$ cat src/rtl/bda_pkg.sv
// Shared types and codes for the banker's device allocator.
// No dependencies; bda_ctrl, bda_dpath and the top level use this package.
`default_nettype none

package bda_pkg;

  localparam int unsigned DEV_W = 8;

  typedef enum logic [1:0] {
    FN_ADMIT   = 2'd0,
    FN_REQUEST = 2'd1,
    FN_RELEASE = 2'd2,
    FN_FINISH  = 2'd3
  } func_t;

  typedef enum logic [1:0] {
    RS_DONE   = 2'd0,
    RS_DEFER  = 2'd1,
    RS_LATE   = 2'd2,
    RS_REJECT = 2'd3
  } res_t;

  typedef struct packed {
    logic [1:0]       func;
    logic [3:0]       slot;
    logic [DEV_W-1:0] count;
  } in_item_t;

  typedef struct packed {
    logic [3:0]       result_slot;
    logic [1:0]       status;
    logic [DEV_W-1:0] free_devices;
    logic             last;
  } out_item_t;

  // Datapath operations issued by the controller
  typedef enum logic [3:0] {
    OP_NONE,
    OP_ACCEPT,
    OP_CHECK,
    OP_SAFE_INIT,
    OP_SAFE_STEP,
    OP_REQ_END,
    OP_RT_ADDR,
    OP_RT_CHECK,
    OP_RT_GRANT,
    OP_RT_NEXT,
    OP_FLUSH
  } op_t;

  // Datapath status back to the controller
  typedef struct packed {
    logic need_safe;
    logic go_retry;
    logic rt_try;
    logic idx_last;
    logic sw_end;
    logic sw_safe;
    logic out_free;
    logic hold_valid;
  } sts_t;

endpackage

`default_nettype wire

$ cat src/rtl/bda_ram.sv
// Generic single-write, single-read RAM with registered read data.
// No dependencies.
`default_nettype none

module bda_ram #(
  parameter int unsigned WIDTH = 8,
  parameter int unsigned DEPTH = 16
) (
  input  wire logic                     clk,
  input  wire logic                     we,
  input  wire logic [$clog2(DEPTH)-1:0] waddr,
  input  wire logic [WIDTH-1:0]         wdata,
  input  wire logic [$clog2(DEPTH)-1:0] raddr,
  output logic      [WIDTH-1:0]         rdata
);

  logic [WIDTH-1:0] mem_r [DEPTH];
  logic [WIDTH-1:0] rdata_r;

  always_ff @(posedge clk) begin
    if (we) begin
      mem_r[waddr] <= wdata;
    end
    rdata_r <= mem_r[raddr];
  end

  assign rdata = rdata_r;

endmodule

`default_nettype wire

$ cat src/rtl/bda_ctrl.sv
// Sequencer for the allocator: steps the datapath through check, safety pass and retry.
// Depends on bda_pkg.
`default_nettype none

module bda_ctrl (
  input  wire logic          clk,
  input  wire logic          rst_n,
  input  wire logic          in_valid,
  output logic               in_ready,
  input  wire bda_pkg::sts_t sts,
  output bda_pkg::op_t       op
);

  typedef enum logic [3:0] {
    S_IDLE,
    S_CHECK,
    S_SINIT,
    S_SSTEP,
    S_REQEND,
    S_RADDR,
    S_RCHECK,
    S_RGRANT,
    S_RNEXT,
    S_FLUSH
  } state_t;

  state_t state_r, state_nxt;
  logic   mode_r, mode_nxt;   // 1: safety pass runs for a retry

  always_comb begin
    state_nxt = state_r;
    mode_nxt  = mode_r;
    op        = bda_pkg::OP_NONE;
    unique case (state_r)
      S_IDLE: begin
        if (in_valid) begin
          op        = bda_pkg::OP_ACCEPT;
          state_nxt = S_CHECK;
        end
      end
      S_CHECK: begin
        op = bda_pkg::OP_CHECK;
        if (sts.need_safe) begin
          mode_nxt  = 1'b0;
          state_nxt = S_SINIT;
        end else if (sts.go_retry) begin
          state_nxt = S_RADDR;
        end else begin
          state_nxt = S_FLUSH;
        end
      end
      S_SINIT: begin
        op        = bda_pkg::OP_SAFE_INIT;
        state_nxt = S_SSTEP;
      end
      S_SSTEP: begin
        op = bda_pkg::OP_SAFE_STEP;
        if (sts.sw_end) begin
          if (!mode_r) begin
            state_nxt = S_REQEND;
          end else if (sts.sw_safe) begin
            state_nxt = S_RGRANT;
          end else begin
            state_nxt = S_RNEXT;
          end
        end
      end
      S_REQEND: begin
        op        = bda_pkg::OP_REQ_END;
        state_nxt = S_FLUSH;
      end
      S_RADDR: begin
        op        = bda_pkg::OP_RT_ADDR;
        state_nxt = S_RCHECK;
      end
      S_RCHECK: begin
        op = bda_pkg::OP_RT_CHECK;
        if (sts.rt_try) begin
          mode_nxt  = 1'b1;
          state_nxt = S_SINIT;
        end else begin
          state_nxt = S_RNEXT;
        end
      end
      S_RGRANT: begin
        if (sts.out_free) begin
          op        = bda_pkg::OP_RT_GRANT;
          state_nxt = S_RNEXT;
        end
      end
      S_RNEXT: begin
        op        = bda_pkg::OP_RT_NEXT;
        state_nxt = sts.idx_last ? S_FLUSH : S_RADDR;
      end
      S_FLUSH: begin
        if (sts.out_free) begin
          op        = bda_pkg::OP_FLUSH;
          state_nxt = S_IDLE;
        end
      end
      default: state_nxt = S_IDLE;
    endcase
  end

  always_ff @(posedge clk) begin
    if (!rst_n) begin
      state_r <= S_IDLE;
      mode_r  <= 1'b0;
    end else begin
      state_r <= state_nxt;
      mode_r  <= mode_nxt;
    end
  end

  assign in_ready = (state_r == S_IDLE);

endmodule

`default_nettype wire

$ cat src/rtl/bda_dpath.sv
// Allocator datapath: slot tables in RAM, free count, safety sweep, result staging.
// Depends on bda_pkg and bda_ram.
`default_nettype none

module bda_dpath #(
  parameter int unsigned SLOTS = 16
) (
  input  wire logic                        clk,
  input  wire logic                        rst_n,
  input  wire logic                        cfg_we,
  input  wire logic [bda_pkg::DEV_W-1:0]   cfg_wdata,
  input  wire bda_pkg::in_item_t           in_data,
  input  wire bda_pkg::op_t                op,
  output bda_pkg::sts_t                    sts,
  input  wire logic                        out_ready,
  output logic                             out_valid,
  output bda_pkg::out_item_t               out_data
);

  localparam int unsigned SW = $clog2(SLOTS);
  localparam int unsigned AW = 9 + SW;   // free plus every held count
  localparam int unsigned DW = bda_pkg::DEV_W;

  function automatic logic [DW-1:0] sat_add(input logic [DW-1:0] a, input logic [DW-1:0] b);
    logic [DW:0] s;
    s = {1'b0, a} + {1'b0, b};
    return s[DW] ? {DW{1'b1}} : s[DW-1:0];
  endfunction

  // RAM ports
  logic [DW-1:0] rd_claim, rd_held, rd_pend;
  logic          we_claim, we_held, we_pend;
  logic [DW-1:0] wd_claim, wd_held, wd_pend;
  logic [SW-1:0] raddr;

  // Control state
  logic [SLOTS-1:0] active_r, active_nxt;
  logic [DW-1:0]    total_r, total_nxt;
  logic [DW-1:0]    free_r, free_nxt;
  logic             hold_valid_r, hold_valid_nxt;
  logic             out_valid_r, out_valid_nxt;

  // Working registers
  bda_pkg::in_item_t  req_r, req_nxt;
  logic [SW-1:0]      cand_r, cand_nxt;
  logic [DW-1:0]      amt_r, amt_nxt;
  logic [DW-1:0]      held_s_r, held_s_nxt;
  logic [SLOTS-1:0]   done_r, done_nxt;
  logic [AW-1:0]      avail_r, avail_nxt;
  logic               prog_r, prog_nxt;
  logic [SW-1:0]      sidx_r, sidx_nxt;
  logic [SW-1:0]      idx_r, idx_nxt;
  logic               safe_r, safe_nxt;
  bda_pkg::out_item_t hold_r, hold_nxt;
  bda_pkg::out_item_t out_r, out_nxt;

  bda_ram #(.WIDTH(DW), .DEPTH(SLOTS)) u_claim (
    .clk(clk), .we(we_claim), .waddr(cand_r), .wdata(wd_claim), .raddr(raddr), .rdata(rd_claim)
  );
  bda_ram #(.WIDTH(DW), .DEPTH(SLOTS)) u_held (
    .clk(clk), .we(we_held), .waddr(cand_r), .wdata(wd_held), .raddr(raddr), .rdata(rd_held)
  );
  bda_ram #(.WIDTH(DW), .DEPTH(SLOTS)) u_pend (
    .clk(clk), .we(we_pend), .waddr(cand_r), .wdata(wd_pend), .raddr(raddr), .rdata(rd_pend)
  );

  // Item checks
  logic          in_range, act_s;
  logic [DW:0]   held_cnt;
  logic          admit_ok, req_ok, rel_ok, fin_ok;
  logic [DW-1:0] free_rel, free_fin;
  bda_pkg::func_t fn;

  assign fn       = bda_pkg::func_t'(req_r.func);
  assign in_range = (32'(req_r.slot) < 32'(SLOTS));
  assign act_s    = active_r[cand_r];
  assign held_cnt = {1'b0, rd_held} + {1'b0, req_r.count};
  assign admit_ok = in_range && !act_s && (req_r.count <= total_r);
  assign req_ok   = in_range && act_s && (rd_pend == '0) && (held_cnt <= {1'b0, rd_claim});
  assign rel_ok   = in_range && act_s && (req_r.count <= rd_held);
  assign fin_ok   = in_range && act_s;
  assign free_rel = sat_add(free_r, req_r.count);
  assign free_fin = sat_add(free_r, rd_held);

  // One slot of the safety sweep per cycle
  logic [DW:0]      held_k, need_k;
  logic             fit, prog_now, all_done, sidx_last;
  logic [SLOTS-1:0] done_upd;

  always_comb begin
    held_k = {1'b0, rd_held} + ((sidx_r == cand_r) ? {1'b0, amt_r} : '0);
    need_k = ({1'b0, rd_claim} > held_k) ? ({1'b0, rd_claim} - held_k) : '0;
    fit    = !done_r[sidx_r] && (AW'(need_k) <= avail_r);
    for (int i = 0; i < SLOTS; i++) begin
      done_upd[i] = done_r[i] | (fit && (sidx_r == SW'(i)));
    end
    all_done  = &done_upd;
    prog_now  = prog_r | fit;
    sidx_last = (sidx_r == SW'(SLOTS - 1));
  end

  // Staging and output strobes
  logic          stage, push, push_last;
  logic [3:0]    st_slot;
  logic [1:0]    st_stat;
  logic [DW-1:0] st_free;

  always_comb begin
    active_nxt = active_r;
    total_nxt  = total_r;
    free_nxt   = free_r;
    req_nxt    = req_r;
    cand_nxt   = cand_r;
    amt_nxt    = amt_r;
    held_s_nxt = held_s_r;
    done_nxt   = done_r;
    avail_nxt  = avail_r;
    prog_nxt   = prog_r;
    sidx_nxt   = sidx_r;
    idx_nxt    = idx_r;
    safe_nxt   = safe_r;
    we_claim   = 1'b0;
    we_held    = 1'b0;
    we_pend    = 1'b0;
    wd_claim   = '0;
    wd_held    = '0;
    wd_pend    = '0;
    raddr      = cand_r;
    stage      = 1'b0;
    push       = 1'b0;
    push_last  = 1'b0;
    st_slot    = req_r.slot;
    st_stat    = bda_pkg::RS_REJECT;
    st_free    = free_r;

    unique case (op)
      bda_pkg::OP_ACCEPT: begin
        req_nxt  = in_data;
        cand_nxt = SW'(in_data.slot);
        amt_nxt  = in_data.count;
        raddr    = SW'(in_data.slot);
      end
      bda_pkg::OP_CHECK: begin
        idx_nxt    = '0;
        held_s_nxt = rd_held;
        stage      = 1'b1;
        unique case (fn)
          bda_pkg::FN_ADMIT: begin
            if (admit_ok) begin
              we_claim             = 1'b1;
              we_held              = 1'b1;
              we_pend              = 1'b1;
              wd_claim             = req_r.count;
              active_nxt[cand_r]   = 1'b1;
              st_stat              = bda_pkg::RS_DONE;
            end
          end
          bda_pkg::FN_REQUEST: begin
            if (req_ok) begin
              if (req_r.count == '0) begin
                st_stat = bda_pkg::RS_DONE;
              end else if (req_r.count > free_r) begin
                we_pend = 1'b1;
                wd_pend = req_r.count;
                st_stat = bda_pkg::RS_DEFER;
              end else begin
                stage = 1'b0;   // decided after the safety pass
              end
            end
          end
          bda_pkg::FN_RELEASE: begin
            if (rel_ok) begin
              we_held  = 1'b1;
              wd_held  = rd_held - req_r.count;
              free_nxt = free_rel;
              st_free  = free_rel;
              st_stat  = bda_pkg::RS_DONE;
            end
          end
          bda_pkg::FN_FINISH: begin
            if (fin_ok) begin
              we_held            = 1'b1;
              we_pend            = 1'b1;
              active_nxt[cand_r] = 1'b0;
              free_nxt           = free_fin;
              st_free            = free_fin;
              st_stat            = bda_pkg::RS_DONE;
            end
          end
          default: ;
        endcase
      end
      bda_pkg::OP_SAFE_INIT: begin
        raddr     = '0;
        sidx_nxt  = '0;
        done_nxt  = ~active_r;
        avail_nxt = AW'(free_r) - AW'(amt_r);
        prog_nxt  = 1'b0;
      end
      bda_pkg::OP_SAFE_STEP: begin
        raddr     = sidx_last ? '0 : sidx_r + 1'b1;
        done_nxt  = done_upd;
        avail_nxt = fit ? (avail_r + AW'(held_k)) : avail_r;
        prog_nxt  = sidx_last ? 1'b0 : prog_now;
        sidx_nxt  = sidx_last ? '0 : sidx_r + 1'b1;
        safe_nxt  = all_done;
      end
      bda_pkg::OP_REQ_END: begin
        stage = 1'b1;
        if (safe_r) begin
          we_held  = 1'b1;
          wd_held  = held_s_r + amt_r;
          free_nxt = free_r - amt_r;
          st_free  = free_r - amt_r;
          st_stat  = bda_pkg::RS_DONE;
        end else begin
          we_pend = 1'b1;
          wd_pend = amt_r;
          st_stat = bda_pkg::RS_DEFER;
        end
      end
      bda_pkg::OP_RT_ADDR: begin
        raddr = idx_r;
      end
      bda_pkg::OP_RT_CHECK: begin
        cand_nxt   = idx_r;
        amt_nxt    = rd_pend;
        held_s_nxt = rd_held;
      end
      bda_pkg::OP_RT_GRANT: begin
        push     = 1'b1;
        we_held  = 1'b1;
        wd_held  = held_s_r + amt_r;
        we_pend  = 1'b1;
        free_nxt = free_r - amt_r;
        stage    = 1'b1;
        st_slot  = 4'(cand_r);
        st_stat  = bda_pkg::RS_LATE;
        st_free  = free_r - amt_r;
      end
      bda_pkg::OP_RT_NEXT: begin
        idx_nxt = idx_r + 1'b1;
      end
      bda_pkg::OP_FLUSH: begin
        push      = 1'b1;
        push_last = 1'b1;
      end
      default: ;
    endcase

    if (cfg_we) begin
      total_nxt = cfg_wdata;
      free_nxt  = cfg_wdata;
    end
  end

  // Result staging: a result leaves only once it is known whether it is the last one
  always_comb begin
    hold_nxt       = hold_r;
    hold_valid_nxt = hold_valid_r;
    out_nxt        = out_r;
    out_valid_nxt  = out_valid_r;
    if (out_ready) begin
      out_valid_nxt = 1'b0;
    end
    if (push) begin
      out_nxt       = hold_r;
      out_nxt.last  = push_last;
      out_valid_nxt = 1'b1;
      hold_valid_nxt = 1'b0;
    end
    if (stage) begin
      hold_nxt.result_slot  = st_slot;
      hold_nxt.status       = st_stat;
      hold_nxt.free_devices = st_free;
      hold_nxt.last         = 1'b0;
      hold_valid_nxt        = 1'b1;
    end
  end

  always_ff @(posedge clk) begin
    if (!rst_n) begin
      active_r     <= '0;
      total_r      <= '0;
      free_r       <= '0;
      hold_valid_r <= 1'b0;
      out_valid_r  <= 1'b0;
    end else begin
      active_r     <= active_nxt;
      total_r      <= total_nxt;
      free_r       <= free_nxt;
      hold_valid_r <= hold_valid_nxt;
      out_valid_r  <= out_valid_nxt;
    end
  end

  always_ff @(posedge clk) begin
    req_r    <= req_nxt;
    cand_r   <= cand_nxt;
    amt_r    <= amt_nxt;
    held_s_r <= held_s_nxt;
    done_r   <= done_nxt;
    avail_r  <= avail_nxt;
    prog_r   <= prog_nxt;
    sidx_r   <= sidx_nxt;
    idx_r    <= idx_nxt;
    safe_r   <= safe_nxt;
    hold_r   <= hold_nxt;
    out_r    <= out_nxt;
  end

  always_comb begin
    sts.need_safe  = (fn == bda_pkg::FN_REQUEST) && req_ok && (req_r.count != '0) &&
                     (req_r.count <= free_r);
    sts.go_retry   = ((fn == bda_pkg::FN_RELEASE) && rel_ok) ||
                     ((fn == bda_pkg::FN_FINISH) && fin_ok);
    sts.rt_try     = active_r[idx_r] && (rd_pend != '0) && (rd_pend <= free_r);
    sts.idx_last   = (idx_r == SW'(SLOTS - 1));
    sts.sw_end     = all_done || (sidx_last && !prog_now);
    sts.sw_safe    = all_done;
    sts.out_free   = !out_valid_r || out_ready;
    sts.hold_valid = hold_valid_r;
  end

  assign out_valid = out_valid_r;
  assign out_data  = out_r;

endmodule

`default_nettype wire

$ cat src/rtl/bankers_device_allocator_unit.sv
// Banker's device allocator, top level. Admit, reject and zero requests are decided in the
// check step; a checked request adds a safety pass (pass setup, sweeps of one table slot per
// cycle until all slots are done or a sweep makes no progress, the decision step); a release
// or finish adds a retry scan of every slot (address, check, next), plus for each waiting
// request tried a safety pass and a grant step when it is granted. The unit takes one
// request at a time. Reset (rst_n, synchronous): slots inactive, free count and pool size zero.
`default_nettype none

module bankers_device_allocator_unit #(
  parameter int unsigned SLOTS = 16   // process slots, 2 to 16
) (
  input  wire logic                      clk,
  input  wire logic                      rst_n,
  // configuration: pool size, also reloads the free count
  input  wire logic                      cfg_we,
  input  wire logic [bda_pkg::DEV_W-1:0] cfg_wdata,
  // request channel
  input  wire logic                      in_valid,
  output logic                           in_ready,
  input  wire bda_pkg::in_item_t         in_data,
  // result channel
  output logic                           out_valid,
  input  wire logic                      out_ready,
  output bda_pkg::out_item_t             out_data
);

  bda_pkg::op_t  op;
  bda_pkg::sts_t sts;

  // Controller: check, optional safety pass, then in-order retry of waiting requests
  bda_ctrl u_ctrl (
    .clk      (clk),
    .rst_n    (rst_n),
    .in_valid (in_valid),
    .in_ready (in_ready),
    .sts      (sts),
    .op       (op)
  );

  // Datapath: claim/held/pending tables live in RAM, one slot read per cycle.
  // Each result is staged one step behind so the final one can carry the last flag.
  bda_dpath #(.SLOTS(SLOTS)) u_dpath (
    .clk       (clk),
    .rst_n     (rst_n),
    .cfg_we    (cfg_we),
    .cfg_wdata (cfg_wdata),
    .in_data   (in_data),
    .op        (op),
    .sts       (sts),
    .out_ready (out_ready),
    .out_valid (out_valid),
    .out_data  (out_data)
  );

  // An accepted request always goes straight to its check
  a_accept_check : assert property (@(posedge clk) disable iff (!rst_n)
    in_valid && in_ready |=> op == bda_pkg::OP_CHECK)
    else $error("accepted request not checked");

  // Nothing may be left staged while waiting for a new request
  a_idle_empty : assert property (@(posedge clk) disable iff (!rst_n)
    in_ready |-> !sts.hold_valid)
    else $error("staged result left behind");

  // The final flush returns to idle and presents a last-marked result
  a_flush_last : assert property (@(posedge clk) disable iff (!rst_n)
    op == bda_pkg::OP_FLUSH |=> in_ready && out_valid && out_data.last)
    else $error("flush did not end the request");

endmodule

`default_nettype wire
$ cat config.mk
export PLATFORM = sky130hd
export DESIGN_NAME = bankers_device_allocator_unit
export DESIGN_NICKNAME = d
export VERILOG_FILES = /design/src/rtl/bda_pkg.sv /design/src/rtl/bda_ram.sv /design/src/rtl/bda_ctrl.sv /design/src/rtl/bda_dpath.sv /design/src/rtl/bankers_device_allocator_unit.sv
export SDC_FILE = /design/constraint.sdc
export NUM_CORES = 1
export LEC_CHECK = 0
export BUFFER_PORTS_ARGS = -buffer_cell sky130_fd_sc_hd__buf_2
export CORE_MARGIN = 2
export CORE_UTILIZATION = 40
export DETAILED_ROUTE_END_ITERATION = 7
export PLACE_DENSITY_LB_ADDON = 0.15
export SLEW_MARGIN = 40
export SYNTH_ARGS = -nofsm -noshare
export SYNTH_HDL_FRONTEND = slang
export SYNTH_HIERARCHICAL = 1
export SYNTH_SLANG_ARGS = --single-unit
export TNS_END_PERCENT = 10
$ cat constraint.sdc
create_clock -name clk -period 8.7 [get_ports clk]
set_input_delay 1.74 -clock clk [delete_from_list [all_inputs] [get_ports clk]]
set_output_delay 1.74 -clock clk [all_outputs]
set_load 0.03 [all_outputs]
# Yosys cells after proc, flatten, opt, wreduce, memory -nomap -nowiden

Memory sizes are Yosys's and may differ from the RTL's. A register that Yosys moved wholly into a read port is not among the register bits.
Index checks and enable logic that the tools add are counted.
Widths: inputs -> output; s select.

Output and inout bits: 17
Memory bits (writable): 384
Bits of input ports: 27
Memories kept: 3
Bits in registers: 140
Word-level logic and storage cells: 280

Reductions and logical operators: 58
Multiplexer cells: 101
$lt $le $gt $ge: 12
Bitwise logic cells: 21
Eq/ne operators: 48
$add $sub $neg: 12

Memory list:

| memory                | depth | width | rd ports | clocked after memory_dff | wr ports | line          | RTL |
|---|---|---|---|---|---|---|---|
| u_dpath.u_claim.mem_r | 16    | 8     | 1        | 1                        | 1        | bda_ram.sv:17 | `logic [WIDTH-1:0] mem_r [DEPTH];` |
| u_dpath.u_held.mem_r  | 16    | 8     | 1        | 1                        | 1        | bda_ram.sv:17 |  |
| u_dpath.u_pend.mem_r  | 16    | 8     | 1        | 1                        | 1        | bda_ram.sv:17 |  |

Operators with widths:

| kind               | count |
|---|---|
| $mux 8             | 18 |
| $pmux 4 s10        | 2 |
| $pmux 16 s2        | 2 |
| $eq 4x4->1 const B | 14 |
| $mux 4             | 14 |
| $eq 4x3->1 const B | 12 |
| $pmux 8 s2         | 3 |
| $pmux 8 s3         | 2 |
| $le 8x8->1         | 4 |
| $mux 1             | 32 |
| $mux 16            | 2 |
| $not 16->16        | 2 |
| $logic_and 1x1->1  | 30 |
| $add 8x8->9        | 3 |
| $pmux 13 s2        | 1 |
| $eq 4x2->1 const B | 6 |
| $pmux 4 s2         | 3 |
| $or 1x1->1         | 17 |
| $and 16x16->16     | 1 |
| $logic_not 8->1    | 2 |
| $or 16x16->16      | 1 |
| $pmux 4 s4         | 1 |
| $reduce_and 16->1  | 1 |
| $reduce_bool 8->1  | 2 |
| other kinds (37)   | 77 |

# Depth between registers and ports, before layout

Word-level depth: 14
Mapped depth: 36
Mapped depth without buffers: 31

# Cells and area by module

Netlist, hierarchy kept.

By module, submodules not included:

| module    | sequential area each (µm²) | cells an instance | area an instance (µm²) | instances |
|---|---|---|---|---|
| bda_ram   | 4003.8                     | 229               | 5147.4                 | 3 |
| bda_dpath | 3743.6                     | 1175              | 11090.6                | 1 |
| bda_ctrl  | 100.1                      | 81                | 570.5                  | 1 |

# Worst setup path before layout

OpenSTA, ideal clock, no wires.

Path type: register to register
Start: register u_dpath.cand_r[0]
End: register u_ctrl.state_r[1]
Setup time: 0.073 ns
Required time: 8.627 ns
Path slack: 1.129 ns
Path buffers: 2
Period minus slack after synthesis: 7.571 ns
Cell stages (with the launch flop): 34
Data arrival time: 7.498 ns
Path through: edfxtp_1 -> clkbuf_1 -> xor2_1 -> nor4_1 -> and2_1 -> ha_1 -> inv_1 -> fa_1 -> nor2b_1 -> o21ai_0 -> a21boi_0 -> o21ai_0 -> and2_1 -> xnor2_1 -> inv_1 -> ha_1 -> nand4_1 -> nor2_1 -> or3b_2 -> clkbuf_1 -> a211oi_1 -> ha_1 -> a21oi_1 -> a21oi_1 -> a211oi_4 -> a21o_2 -> a31oi_1 -> or4_1 -> o31ai_1 -> and3b_1 -> o21a_1 -> a221oi_4 -> a21oi_1 -> nor3b_2

RTL lines:

| item                   | line             | RTL |
|---|---|---|
| start, declared        | bda_dpath.sv:45  | `logic [SW-1:0] cand_r, cand_nxt;` |
| start signal, assigned | bda_dpath.sv:299 | `cand_r <= cand_nxt;` |
| end signal, assigned   | bda_ctrl.sv:110  | `state_r <= state_nxt;` |
| end, declared          | bda_ctrl.sv:27   | `state_t state_r, state_nxt;` |

==> metrics.txt <==
final setup TNS=0 ns; post-place setup slack=around 0.71 ns; Internal Power=between 5 and 6 mW; Period minus WS final=between 7 and 8 ns; Final #Nets=approximately 2,200; Initial Util=roughly two fifths; startpoint class of the critical path=flop; Std-Cell Rows=95; power density over the cells=a little under 300 nW/um^2; final antenna-violating net count=0; power share of the combinational group=between 30% and 40%; Core Util, Final=between 40 and 50%; Cells after Synth=between 1,500 and 2,000; Core ar.=67,000 um^2; Area Overhead vs Synth=12.1%; data arrival time of the critical path=roughly 8.6 ns; Detail Route met2 WL=33.3 mm; GRT overflow=0; critical path class=flop to flop; number of max-cap violations=0; CTS clk-pin slew, worst paths=roughly 0.060 ns; max incr delay on CP=between 0.5 and 0.6 ns; FF/Latch Area=roughly 16,000 um^2; Max Used Layer=met4; CP max-delay cell=edfxtp_1; final worst slack=around 0.70 ns; root buf cell=clkbuf_16; Syn Nets=2,091; Sw Pwr=3.09 mW; Multi-input gate area=about 10,000 um^2; Cell Area, Synth=between 20,000 and 30,000 um^2; I/O Pins=44; Fill cells=between 6,000 and 7,000; endpoints failing hold=0; worst hold path class=flop to flop; I/O Buffers=43; Syn Area/Cell=14.0 um^2; sw frac=a little over a third; DR pass1 iterations=7; RSZ-0062 raised after global routing=no; Initial DRC Count=approximately 1,400; first-pass GRT wire length=105 mm; Req. time, crit path=around 9.3 ns; final setup fails=0; Slew HR=43.3%; Max Clock Skew=0.0255 ns; post-CTS setup buffers=0; vias in the first global route=16,900; DR vias=around 17,000; Num CTS Buffers=between 50 and 60; vias per cell=approximately 5.7; Flop pwr share=37.6%; post_cts resized=0; WL/cell=about 24 um; Crit Path Max Fanout=10; ant diodes=0; clock power share=28.3%; Clk Latency, worst-skew pair=0.63 ns; share of post-route cells with drive strength above 1=about 16%; Routed Wire Length=70.1 mm; clk sinks=about 550; status=complete, no violations; largest net degree at the start of global routing=65; routed length on met3=~3.5 mm; CTS tree=yes; Slew @ Worst Pin=roughly 0.85 ns; DIE AREA=around 70,000 um^2; wire length on met1=31.0 mm; Max VDD drop=0.000174 V; H-tree depth=2; final number of max-transition violations=0; post-route DRC violation count=0; warning count from the yosys run=6; routability cong.=around 0.9; Final period util=91.9%; HPWL after detailed placement=48.3 mm; Max Clk Rate=~130 MHz; GRT Overall Usage=20.0%; P_leak=approximately 11 nW; Setup crit end kind=flop; CP most frequent cell=ha_1; cts hold-fix bufs=0; CTS Buffer Depth=3; initial antenna violation count=1; Die H=roughly 260 um; die width=264 um
==> layout make-up <==
type,instances,share of cell area [%]
Multi-Input combinational cell,1198,34.4
Clock inverter,34,1.16
Inverter,110,1.36
Sequential cell,548,52.2
Clock buffer,76,5.35
Tap cell,873,3.60
Timing Repair Buffer,88,1.88
==> routing by layer <==
metal / vias to the layer above / GRT usage [%]
met2: 419 / 32.8
met1: 8534 / 27.4
met4: 0 / 7.13
met5: - / 0
met3: 131 / 2.81
li1: 7665 / -
==> layout by cell type (no fill, tap or decap), types with 60 or more instances in the layout <==
cell       instances
inv_1            109
nor2_1           104
edfxtp_1         486
a21oi_1           81
dfxtp_1           62
mux4_2            64
o21ai_0           62
ha_1             118
nand2_1          106
clkbuf_16         60
==> power by group through the flow <==
stage	registers (mW)	clock network, mW	logic [mW]
4_1_cts	3.33	2.57	3.00
3_3_place_gp	3.38	0	2.93
3_5_place_dp	3.38	0	2.98
6_report	3.33	2.51	3.01
2_1_floorplan	3.27	0	2.22
5_1_grt	3.35	2.68	3.32
==> registers in the layout (all words and copies together) (netlist names), 2 cells and up, named ones only <==
signal / cells
u_dpath/done_r: 16
u_dpath/out_data: 15
u_dpath/u_claim/mem_r: 128
u_dpath/fn: 2
u_dpath/total_r: 8
u_dpath/avail_r: 13
u_dpath/held_s_r: 8
u_dpath/u_held/rdata: 8
u_dpath/u_claim/rdata: 8
u_dpath/req_r: 12
u_dpath/hold_r: 14
u_dpath/amt_r: 8
u_ctrl/state_r: 4
u_dpath/sidx_r: 4
u_dpath/u_held/mem_r: 128
u_dpath/free_r: 8
u_dpath/idx_r: 4
u_dpath/cand_r: 4
u_dpath/u_pend/rdata: 8
u_dpath/u_pend/mem_r: 128
==> worst paths after layout <==
path,slack [ns],to,depth (start not counted),start
min,0.42,u_dpath/out_data[14]$_DFFE_PP_,0,u_dpath/hold_r[14]$_DFFE_PP_
min reg2reg,0.42,u_dpath/out_data[14]$_DFFE_PP_,0,u_dpath/hold_r[14]$_DFFE_PP_
max reg2reg,0.70,u_ctrl/state_r[0]$_SDFFE_PN0P_,31,u_dpath/sidx_r[0]$_SDFFCE_PN0P_
max,0.70,u_ctrl/state_r[0]$_SDFFE_PN0P_,31,u_dpath/sidx_r[0]$_SDFFCE_PN0P_
==> through the flow <==
step	instances	hold WS [ns]	power, mW	area (um^2)
3_3_place_gp	2817	0.408	6.31	28200
2_1_floorplan	1937	0.400	5.49	27100
4_1_cts	2927	0.415	8.91	30300
5_1_grt	2927	0.428	9.34	30300
3_5_place_dp	2817	0.405	6.37	28300
6_report	2927	0.417	8.85	30300
==> worst max-delay path, delay by kind of cell (launching register included) <==
kind	cells	cell delay [ns]
AOI/OAI and AO/OA	13	2.97
xor gates and xnor gates	2	0.44
adders and majority gates	4	1.25
buffers and inverters	3	0.36
DFF	1	0.57
and+or+nand+nor	9	2.31
No activity file was read; power rests on OpenSTA's default activity.
